===== src/rtl/skin_weight_top4_normalize_core_macros.svh =====
// Assertion macros for the skin weight top-4 normalize RTL.
`ifndef SKIN_WEIGHT_TOP4_NORMALIZE_CORE_MACROS_SVH
`define SKIN_WEIGHT_TOP4_NORMALIZE_CORE_MACROS_SVH
`ifndef NO_ASSERTIONS
// Same-cycle implication, checked on every rising clock edge outside reset.
`define SWTN_ASSERT_IMPLY(label, ante, cons, msg) \
   label: assert property (@(posedge clock) disable iff (reset) (ante) |-> (cons)) \
      else $error(msg);
// Next-cycle implication, checked on every rising clock edge outside reset.
`define SWTN_ASSERT_NEXT(label, ante, cons, msg) \
   label: assert property (@(posedge clock) disable iff (reset) (ante) |=> (cons)) \
      else $error(msg);
`else
`define SWTN_ASSERT_IMPLY(label, ante, cons, msg)
`define SWTN_ASSERT_NEXT(label, ante, cons, msg)
`endif
`endif


===== src/rtl/swtn_pkg.sv =====
// Shared types, constants and codes for the skin weight top-4 normalize core.
package swtn_pkg;

   localparam int VERTICES_DEF = 4096;
   localparam int MAX_BONES    = 64;

   localparam int W_BITS  = 64;
   localparam int B_BITS  = 32;
   localparam int C_BITS  = 3;
   localparam int ENTRY_W = W_BITS + B_BITS + C_BITS;

   localparam logic [15:0] Q_ONE = 16'd32768;

   // Result status codes
   localparam logic [1:0] RESULT_ADDED       = 2'd0;
   localparam logic [1:0] RESULT_SKIPPED     = 2'd1;
   localparam logic [1:0] RESULT_UNSUPPORTED = 2'd2;
   localparam logic [1:0] RESULT_EMITTED     = 2'd3;

   // Request functions
   localparam logic FUNC_ADD  = 1'b0;
   localparam logic FUNC_EMIT = 1'b1;

   // Register indexes (paddr bit 2)
   localparam logic REG_VERTEX_COUNT = 1'b0;
   localparam logic REG_BONE_COUNT   = 1'b1;

   typedef enum logic [6:0] {
      ST_CLEAR  = 7'b0000001,
      ST_IDLE   = 7'b0000010,
      ST_READ   = 7'b0000100,
      ST_UPDATE = 7'b0001000,
      ST_PREP   = 7'b0010000,
      ST_DIVIDE = 7'b0100000,
      ST_DONE   = 7'b1000000
   } state_type;

   typedef struct packed {
      logic load;
      logic mem_read;
      logic write_add;
      logic emit_capture;
      logic div_load;
      logic div_step;
      logic clear_step;
   } cmd_type;

   typedef struct packed {
      logic early;
      logic func;
      logic clear_last;
      logic div_last;
   } sts_type;

endpackage


===== src/rtl/swtn_ctrl.sv =====
// Control state machine: sequences clear sweep, table access and division.
`include "skin_weight_top4_normalize_core_macros.svh"
module swtn_ctrl
   import swtn_pkg::*;
(
   input  logic    clock,
   input  logic    reset,
   input  logic    req_valid,
   output logic    req_stall,
   output logic    rsp_valid,
   input  logic    rsp_stall,
   input  sts_type sts,
   output cmd_type cmd
);

   state_type state_ff, state_in;

   // Next state and commands
   always_comb begin
      state_in  = state_ff;
      cmd       = '0;
      req_stall = 1'b1;
      rsp_valid = 1'b0;
      case (state_ff)
         ST_CLEAR: begin
            cmd.clear_step = 1'b1;
            if (sts.clear_last) state_in = ST_IDLE;
         end
         ST_IDLE: begin
            req_stall = 1'b0;
            if (req_valid) begin
               cmd.load = 1'b1;
               state_in = ST_READ;
            end
         end
         ST_READ: begin
            if (sts.early) begin
               state_in = ST_DONE;
            end else begin
               cmd.mem_read = 1'b1;
               state_in     = ST_UPDATE;
            end
         end
         ST_UPDATE: begin
            if (sts.func == FUNC_ADD) begin
               cmd.write_add = 1'b1;
               state_in      = ST_DONE;
            end else begin
               cmd.emit_capture = 1'b1;
               state_in         = ST_PREP;
            end
         end
         ST_PREP: begin
            cmd.div_load = 1'b1;
            state_in     = ST_DIVIDE;
         end
         ST_DIVIDE: begin
            cmd.div_step = 1'b1;
            if (sts.div_last) state_in = ST_DONE;
         end
         ST_DONE: begin
            rsp_valid = 1'b1;
            if (!rsp_stall) state_in = ST_IDLE;
         end
         default: begin
            state_in = ST_CLEAR;
         end
      endcase
   end

   // Advance state
   always_ff @(posedge clock) begin
      if (reset) begin
         state_ff <= ST_CLEAR;
      end else begin
         state_ff <= state_in;
      end
   end

   `SWTN_ASSERT_NEXT(a_load_reads, cmd.load, state_ff == ST_READ, "load not followed by read")
   `SWTN_ASSERT_IMPLY(a_rsp_blocks_req, rsp_valid, req_stall, "request taken while result waits")
   `SWTN_ASSERT_NEXT(a_div_ends, cmd.div_step && sts.div_last, state_ff == ST_DONE, "divide overrun")
   `SWTN_ASSERT_IMPLY(a_clear_excl, cmd.clear_step, !cmd.write_add && !cmd.emit_capture, "write during clear")

endmodule


===== config.mk =====
export PLATFORM = sky130hd
export DESIGN_NAME = swtn_ctrl
export DESIGN_NICKNAME = d
export VERILOG_FILES = /design/src/rtl/swtn_pkg.sv /design/src/rtl/swtn_ctrl.sv
export VERILOG_INCLUDE_DIRS = /design/src /design/src/rtl
export SDC_FILE = /design/constraint.sdc
export NUM_CORES = 1
export LEC_CHECK = 0
export BUFFER_PORTS_ARGS = -buffer_cell sky130_fd_sc_hd__buf_2
export CORE_AREA = 2 2 39 41
export DETAILED_ROUTE_END_ITERATION = 16
export DIE_AREA = 0 0 41 43
export GPL_TIMING_DRIVEN = 0
export PLACE_DENSITY = 0.67
export SYNTH_ARGS = -nofsm -noshare
export SYNTH_HDL_FRONTEND = slang
export SYNTH_SLANG_ARGS = --single-unit

===== constraint.sdc =====
create_clock -name clock -period 2 [get_ports clock]
set_clock_uncertainty 0.15 [all_clocks]
set_input_delay 0.1 -clock clock [delete_from_list [all_inputs] [get_ports clock]]
set_output_delay 0.1 -clock clock [all_outputs]
set_load 0.01 [all_outputs]

==> results.tsv, run 1 <==
metric	value	unit
final-setup-viol-count	0	
pwr-share-clk	0.183	
wl_per_cell	13.1	microns
async_reset_ff_frac	0	
p_comb_frac	0.538	
fin_setup_tns	0	ns
port_buffers	16	
p_int	416	uW
drc_errors	0	
synth.area.top_cells	dfxtp_1 (24%), and3_1 (4.2%), nor4b_4 (4.0%)	
reg.largest.list	state_ff (7)	
dpl-instance-area	691	sq um
status	completed	
p_seq_frac	0.279	
vias	595	
crit_path_end_kind	primary output	
cts_tree	done	
synth_top_area_frac	0.237	
worstMarginPinSlew	0.392	ns
power-per-cell-area	913	mW/mm^2
synth.mux.area_fraction	0	
leakagePower	0.000342	uW
synth_cell_types	39	
maxCapViolations	0	
synth_xor_area_frac	0.0297	
switching_power	269	uW
avgSynthCellArea	8.32	sq um
via_per_inst	5.41	
fin_nets	103	
drtAntennaViolNets	0	
io_pins	17	
grt_max_degree	11	
die_area	0.00176	sq mm
clk_latency	0.25	ns
syn2layout_area_growth	26.9	%
rsz0062_at_grt	yes	
track_usage	0.183	
fin_ws	0.0465	ns
startpoint_type	flip-flop	
cp_max_fo	4	
fmax	512	MHz
syn_inst	71	
rows	14	
hold_violations	0	
drv_slew	0	
firstDrtPassIters	4	
wl	1440	microns
synthSimpleGateAreaFrac	0.468	
grt_antenna_before_repair	0	
cts_buffers	3	
drive_gt1_frac	0.372	
fin_crit	1.95	ns
ir_worst_vdd	0.000442	V
ys.warnings.count	0	
grt_pass1_wl	2190	microns
grt.overflow.total	0	
core-area	0.00138	sq mm
critPathKind	flip-flop to primary output	
cts.clk_slew.worst_paths	0.05	ns
yosysSeqAreaShare	0.237	
cp_data_required_time	1.75	ns
h-tree-depth	1	
regMostFlops	state_ff	
synth_area	591	sq um
grt_pass1_vias	500	
synth_ff_type	dfxtp_1	
cts_sinks	7	
post-place-ws	0.181	ns
clock_tree.root_cell	clkbuf_4	
maxSlewHeadroom	0.736	
dpl.hpwl	1070	microns
die_w	41	microns
gp_congestion	0.807	
antenna_cells	0	
clk_path_buf_depth	2	
ys_seq_elements	7	
die_h	43	microns
sw_frac_of_total	0.393	
fillerInstances	139	
worstHoldPathType	primary input to flip-flop	
period_share	0.977	
start_util	0.427	
synth-edff-count	0	
drt_iter0_markers	18	
yosys.area_share.adder	0	
synth_top_area_cell	dfxtp_1	
postLayoutCellArea	749	sq um
syn_nets	79	
synth-compound-area-share	0.161	
cp_data_arrival_time	1.70	ns
synth_top_family_by_area	simple AND/OR/NAND/NOR gates	
largest_reg_flops	7	
==> cells in the mapped netlist (2+ instances only) <==
| master | n |
|---|---|
| dfxtp_1 | 7 |
| inv_1 | 3 |
| and3_1 | 4 |
| a21oi_1 | 2 |
| nor4b_1 | 2 |
| nor2b_1 | 3 |
| o21ai_0 | 2 |
| buf_6 | 2 |
| nor2_1 | 6 |
| nand3_1 | 4 |
| nor3_1 | 4 |
| nor4_1 | 2 |
| nand2_1 | 2 |
| buf_4 | 3 |
==> routing by layer <==
metal  routed length, microns  part of all wire  GRT usage  up-vias
met3                       75             0.052     0.0785        0
met4                        0                 0          0        0
met2                      688              0.48      0.284       18
met5                        0                 0          0        -
li1                         -                 -          -      308
met1                      677              0.47      0.245      269
==> power by group through the flow <==
stage	registers, uW	logic, uW	clock network [uW]
after floorplan	183	270	0
after global placement	189	345	0
after detailed placement	189	354	0
after CTS	189	372	130
after global routing	192	408	138
final	191	369	125
==> critical path, stage by stage, from the launching register on <==
cell and delay (ns):
dfxtp_1 0.30, buf_6 0.11, or4_4 0.51, nor2_4 0.14, and3_4 0.19, buf_4 0.09
buf_4 0.10
==> worst paths after layout <==
| path | start | end | slack [ns] | cells past startpoint |
|---|---|---|---|---|
| worst max-delay path | state_ff[6]$_SDFFE_PP0P_ | cmd[5] | 0.05 | 6 |
| worst min-delay path | rsp_stall | state_ff[6]$_SDFFE_PP0P_ | 0.05 | 3 |
| worst max register to register | state_ff[1]$_SDFFE_PP0P_ | state_ff[0]$_SDFFE_PP1P_ | 0.14 | 5 |
| worst min register to register | state_ff[0]$_SDFFE_PP1P_ | state_ff[6]$_SDFFE_PP0P_ | 0.55 | 4 |
==> cells in the final DEF (no fill, tap or decap), drive strengths merged, types with 3 or more instances in the layout <==
| master | netlist | routed |
|---|---|---|
| nor2b | 4 | 4 |
| nor2 | 7 | 7 |
| nor4b | 4 | 4 |
| nor3 | 4 | 4 |
| inv | 3 | 3 |
| clkbuf | 0 | 4 |
| nand3 | 4 | 4 |
| o21ai | 3 | 3 |
| buf | 6 | 24 |
| dfxtp | 7 | 7 |
| and3 | 4 | 4 |
==> what timing repair did <==
action / in CTS / in global routing
gates resized for setup: 3 / 1
buffers inserted: 3 / 0
hold endpoints to repair: 4 / 0
gates cloned: 0 / 0
endpoints found under the setup margin: 1 / 2
pin swaps: 3 / 1
hold buffers: 1 / 0
==> cell families after synthesis <==
family	after synthesis
AND/OR/NAND/NOR	40
AO/OA/AOI/OAI	13
buffers and inverters	9
flip-flops	7
XOR/XNOR	2
==> per-stage QoR <==
stage / total power (uW) / hold slack, ns / util / cells
floorplan: 453 / 0.0191 / - / 71
global placement: 534 / 0.229 / 0.499 / 103
detailed placement: 543 / 0.224 / 0.499 / 103
CTS: 691 / 0.0398 / 0.540 / 110
global route: 738 / 0.0348 / 0.542 / 110
finish: 685 / 0.0461 / 0.542 / 110
==> layout make-up <==
class	count	area, sq um	share of cell area
multi-input cells	55	394	0.526
repair buffers	20	115	0.154
inverters	3	11.3	0.0150
flip-flops and latches	7	144	0.192
plain buffers	5	38.8	0.0518
clock buffers	4	26.3	0.0351
well taps	16	20.0	0.0267
No activity file was read; power rests on OpenSTA's default activity.
==> run 2, diff against run 1 <==
--- a/config.mk
+++ b/config.mk
@@ -7,9 +7,9 @@
 export NUM_CORES = 1
 export LEC_CHECK = 0
 export BUFFER_PORTS_ARGS = -buffer_cell sky130_fd_sc_hd__buf_2
-export CORE_AREA = 2 2 39 41
+export CORE_AREA = 4 4 41 43
 export DETAILED_ROUTE_END_ITERATION = 16
-export DIE_AREA = 0 0 41 43
+export DIE_AREA = 0 0 45 47
 export GPL_TIMING_DRIVEN = 0
 export PLACE_DENSITY = 0.67
 export SYNTH_ARGS = -nofsm -noshare
==> results.tsv, run 2 (same netlist as run 1, synthesis figures left out) <==
metric	value	unit	change
r2r_slack	0.14	ns	about the same
fin_util	0.602		+0.0603
fin_nets	106		+2.9%
fmax	492	MHz	-3.9%
critPathKind	flip-flop to primary output		
grt.overflow.total	0		unchanged
drive_gt1_frac	0.423		+0.0503
ff2ff_path_depth	5		unchanged
drtAntennaViolNets	0		unchanged
fin_hold_ws	0.0267	ns	-0.0194 ns
regMostFlops	state_ff		
ir_worst_vdd	0.000602	V	+36%
period_share	1.02		+0.0393
fillerInstances	130		-6.5%
worstHoldPathType	primary input to flip-flop		
power-per-cell-area	912	mW/mm^2	-0.14%
startpoint_type	flip-flop		
p_comb_frac	0.523		-0.015
final_cells	112		+1.8%
drt_iter0_markers	6		-12
maxCapViolations	0		unchanged
finalPower	714	uW	+4.4%
busiest_layer	met2		
h-tree-depth	1		unchanged
vias	619		+4.0%
hold_violations	0		unchanged
fin_ws	-0.0321	ns	-0.0786 ns
sw_frac_of_total	0.383		-0.0101
layout_commonest_cell	buf_2		
die_w	45	microns	+9.8%
largest_reg_flops	7		unchanged
cts_sinks	7		unchanged
grt_pass1_vias	520		+4.0%
dpl.hpwl	1010	microns	-5.7%
cts_buffers	3		unchanged
final-setup-viol-count	1		+1
final_cell_mix	buf_2 (16), buf_4 (8), nor2_1 (6), dfxtp_1 (5)		
startpoint	state_ff[6]$_SDFFE_PP0P_		
use_met3	0.0613		-0.0172
maxSlewHeadroom	0.733		-0.00360
wl_per_cell	12.8	microns	-2.1%
grt.met2_usage	0.223		-0.0612
multi_input_comb_area	397	sq um	+0.63%
regArea	145	sq um	+0.87%
clk_latency	0.26	ns	about the same
leakagePower	0.000363	uW	+6.1%
cts_tree	done		
p_int	441	uW	+6.1%
rsz0062_at_grt	yes		
worstMarginPinSlew	0.397	ns	+0.00535 ns
cp_max_fo	3		-1
switching_power	274	uW	+1.7%
firstDrtPassIters	4		unchanged
r2r_end	state_ff[0]$_SDFFE_PP1P_		
die_area	0.00212	sq mm	+20%
p_seq_frac	0.297		+0.018
rows	13		-1
grt_pass1_wl	2140	microns	-2.5%
drc_errors	0		unchanged
cts.clk_slew.worst_paths	0.05	ns	about the same
clk_path_buf_depth	2		unchanged
drv_slew	0		unchanged
setup.worst_path.end	cmd[4]		
dp.cells	102		-0.97%
start_util	0.454		+0.0271
clock_tree.root_cell	clkbuf_4		
crit-reg2reg-launch	state_ff[1]$_SDFFE_PP0P_		
port_buffers	16		unchanged
failed_checks	setup timing		
grtUsageMet1	0.171		-0.0743
fin_crit	2.03	ns	+0.0786 ns
crit_path_end_kind	primary output		
die_h	47	microns	+9.3%
syn2layout_area_growth	32.6	%	
grt_max_degree	12		+1
antenna_cells	0		unchanged
wl	1440	microns	-0.28%
io_pins	17		unchanged
reg.largest.list	state_ff (7)		
status	finished, violations left		
via_per_inst	5.53		+2.2%
pwr-share-clk	0.180		-0.003
gp_congestion	0.828		+2.6%
cp_data_required_time	1.75	ns	about the same
grt_antenna_before_repair	0		unchanged
cp_data_arrival_time	1.78	ns	+0.08 ns
track_usage	0.142		-0.0411
core-area	0.00130	sq mm	-6.0%
run 2: cell types whose count changed in the layout (fill, tap and decap cells not counted), sizes merged:
cell / before / now
clkinv: 0 / 1
buf: 24 / 27
clkbuf: 4 / 3
run 2: critical path, stage by stage (launching register included):
cell and delay, ns:
dfxtp_2 0.31, buf_6 0.11, or4_4 0.57, nor2_4 0.13
buf_6 0.11, nand2_2 0.04, nor2_1 0.12, buf_2 0.15
run 2: what timing repair did:
| action | in CTS | in global routing |
|---|---|---|
| buffers inserted | 3 | 4 |
| resized for setup | 3 | 4 |
| pin swaps | 3 | 4 |
| setup endpoints to repair | 1 | 4 |
| hold endpoints to repair | 4 | 0 |
| hold buffers | 1 | 0 |
run 2: how the worst min path moves through the flow:
stage	cells after the start	slack, ns	endpoint	start
CTS	3	0.02	state_ff[6]$_SDFFE_PP0P_	rsp_stall
global route	3	0.08	state_ff[6]$_SDFFE_PP0P_	rsp_stall
global placement	2	0.23	state_ff[6]$_SDFFE_PP0P_	reset
detailed placement	2	0.23	state_ff[6]$_SDFFE_PP0P_	reset
finish	3	0.03	state_ff[6]$_SDFFE_PP0P_	rsp_stall
floorplan	1	0.02	state_ff[6]$_SDFFE_PP0P_	reset
run 2: layout make-up:
type / instances / area share
multi-input cells: 55 / 0.506
repair buffers: 24 / 0.195
flip-flops and latches: 7 / 0.185
plain buffers: 4 / 0.0399
clock buffers: 3 / 0.0288
well taps: 15 / 0.0240
inverters: 3 / 0.0144
clock inverters: 1 / 0.00639
run 2: per-layer routing:
metal / up-vias / wire [microns]
met4: 0 / 0
li1: 314 / -
met3: 0 / 99
met1: 283 / 632
met2: 22 / 704
met5: - / 0
run 2: through the flow:
stage               TNS (ns)  worst slack, ns  instance area [sq um]
finish               -0.0321          -0.0321                    783
global route          -0.111          -0.0851                    783
CTS                        0          0.00536                    751
detailed placement         0            0.172                    689
global placement           0            0.159                    689
floorplan                  0            0.314                    591
run 2: power by group through the flow:
stage               logic, uW  clock network, uW  registers [uW]
floorplan                 270                  0             183
global placement          345                  0             188
detailed placement        343                  0             188
CTS                       350                135             207
global route              410                146             218
finish                    374                129             212
==> run 3, diff against run 2 <==
--- a/config.mk
+++ b/config.mk
@@ -7,11 +7,12 @@
 export NUM_CORES = 1
 export LEC_CHECK = 0
 export BUFFER_PORTS_ARGS = -buffer_cell sky130_fd_sc_hd__buf_2
-export CORE_AREA = 4 4 41 43
+export CORE_MARGIN = 4
+export CORE_UTILIZATION = 44
 export DETAILED_ROUTE_END_ITERATION = 16
-export DIE_AREA = 0 0 45 47
 export GPL_TIMING_DRIVEN = 0
-export PLACE_DENSITY = 0.67
+export PLACE_DENSITY = 0.84
 export SYNTH_ARGS = -nofsm -noshare
 export SYNTH_HDL_FRONTEND = slang
 export SYNTH_SLANG_ARGS = --single-unit
+export TNS_END_PERCENT = 20
==> constraint.sdc (replaced) <==
create_clock -name clock -period 1.7 [get_ports clock]
set_clock_uncertainty 0.15 [all_clocks]
set_input_delay 0.085 -clock clock [delete_from_list [all_inputs] [get_ports clock]]
set_output_delay 0.085 -clock clock [all_outputs]
set_load 0.01 [all_outputs]
==> results.tsv, run 3 (same netlist as run 1, synthesis figures left out) <==
metric	value	unit	change
fmax	498	MHz	
wl_per_cell	15.2	microns	+18%
worstHoldPathType	primary input to flip-flop		
worstMarginPinSlew	0.319	ns	-0.0780 ns
pwr-share-clk	0.165		-0.015
firstDrtPassIters	4		unchanged
vias	675		+9.0%
drt_iter0_markers	8		+2
cp_max_fo	4		+1
largest_reg_flops	7		unchanged
p_comb_frac	0.593		+0.070
drc_errors	0		unchanged
rows	12		-1
rsz0062_at_grt	yes		
start_util	0.498		+0.0440
ir_worst_vdd	0.000668	V	+11%
cts_sinks	7		unchanged
met2_length	851	microns	+21%
crit_path_end_kind	primary output		
p_seq_frac	0.242		-0.055
period_share	1.18		
die_area	0.00199	sq mm	-5.8%
io_pins	17		unchanged
finalPower	945	uW	+32%
clk_path_buf_depth	2		unchanged
via_per_inst	5.77		+4.4%
p_int	573	uW	+30%
startpoint_type	flip-flop		
port_buffers	16		unchanged
met1_length	814	microns	+29%
grt_pass1_vias	589		+13%
cts_buffers	3		unchanged
clk_latency	0.26	ns	about the same
maxSlewHeadroom	0.785		+0.0523
cp_data_arrival_time	1.77	ns	about the same
switching_power	372	uW	+36%
die_h	44.6	microns	-5.0%
wl_met3	93	microns	-6.1%
grt_antenna_before_repair	0		unchanged
drtAntennaViolNets	0		unchanged
syn2layout_area_growth	46.4	%	
drv_slew	0		unchanged
fin_ws	-0.307	ns	-0.274 ns
core-area	0.00119	sq mm	-8.8%
die_w	44.6	microns	-0.81%
post-place-ws	-0.105	ns	-0.278 ns
fin_nets	112		+5.7%
status	finished, violations left		
layout_commonest_cell	buf_2		
h-tree-depth	1		unchanged
final-setup-viol-count	11		+10
cts_tree	done		
grt_pass1_wl	2480	microns	+16%
regMostFlops	state_ff		
sw_frac_of_total	0.394		+0.0110
grt.overflow.total	0		unchanged
cts.clk_slew.worst_paths	0.05	ns	about the same
reg.largest.list	state_ff (7)		
final_cell_mix	buf_2 (16), buf_4 (12), nor2_1 (6), buf_6 (5)		
gp_congestion	0.837		+1.1%
drive_gt1_frac	0.495		+0.0725
track_usage	0.171		+0.0291
dpl.hpwl	1090	microns	+8.1%
clock_tree.root_cell	clkbuf_4		
power-per-cell-area	1090	mW/mm^2	+20%
hold_violations	0		unchanged
cp_data_required_time	1.46	ns	-0.29 ns
antenna_cells	0		unchanged
fin_hold_ws	0.0381	ns	+0.0114 ns
fin_crit	2.01	ns	
maxCapViolations	0		unchanged
fillerInstances	91		-30%
top_layer	met4		
leakagePower	0.000403	uW	+11%
critPathKind	flip-flop to primary output		
grt_max_degree	11		-1
wl	1780	microns	+24%
failed_checks	setup timing		
==> run 3: cell types whose count changed in the layout (fill, tap and decap cells not counted), sizes merged <==
cell	previous run	this run
buf	27	33
clkbuf	3	4
clkinv	1	0
==> run 3: critical path, cell delays in order (launching register included) <==
cell and delay (ns):
dfxtp_2 0.31, buf_6 0.11, or4_4 0.57, nor2_4 0.15, and3_4 0.21, buf_6 0.09, buf_6 0.09
==> run 3: layout make-up <==
cell class / count / area [sq um] / share of cell area
multi-input cells: 55 / 429 / 0.496
repair buffers: 28 / 183 / 0.211
flip-flops and latches: 7 / 144 / 0.166
plain buffers: 6 / 53.8 / 0.0622
clock buffers: 4 / 26.3 / 0.0304
well taps: 14 / 17.5 / 0.0203
inverters: 3 / 11.3 / 0.0130
==> run 3: layer usage <==
layer,up-vias,GRT usage
met3,2,0.0854
met2,19,0.275
met5,-,0
met1,327,0.194
met4,0,0.0542
li1,327,-
==> run 3: power by group through the flow <==
stage          Combinational, uW  Sequential [uW]  Clock, uW
2_1_floorplan                318              215          0
3_3_place_gp                 398              221          0
3_5_place_dp                 408              223          0
4_1_cts                      483              220        156
5_1_grt                      598              231        171
6_report                     560              229        156
==> run 3: timing repair <==
action	CTS	global route
pin swaps	3	5
hold buffers	1	0
setup endpoints to repair	9	15
hold endpoints to repair	4	0
buffers inserted	3	8
gates resized for setup	7	6
gates cloned	0	0
==> run 3: final timing paths <==
kind / depth (start not counted) / startpoint / slack, ns / endpoint
setup / recovery: 6 / state_ff[6]$_SDFFE_PP0P_ / -0.31 / cmd[5]
hold / removal: 3 / rsp_stall / 0.04 / state_ff[6]$_SDFFE_PP0P_
setup reg to reg: 5 / state_ff[1]$_SDFFE_PP0P_ / -0.14 / state_ff[0]$_SDFFE_PP1P_
hold reg to reg: 2 / state_ff[2]$_SDFFE_PP0P_ / 0.60 / state_ff[5]$_SDFFE_PP0P_
==> run 3: through the flow <==
step                      instance area [sq um]  std cells   util  setup TNS [ns]
after CTS                                   776        109  0.654           -1.50
after floorplan                             591         71      -               0
after detailed placement                    688        101  0.580          -0.173
final                                       865        117  0.729           -1.75
after global placement                      688        101  0.580          -0.109
after global routing                        865        117  0.729           -2.77
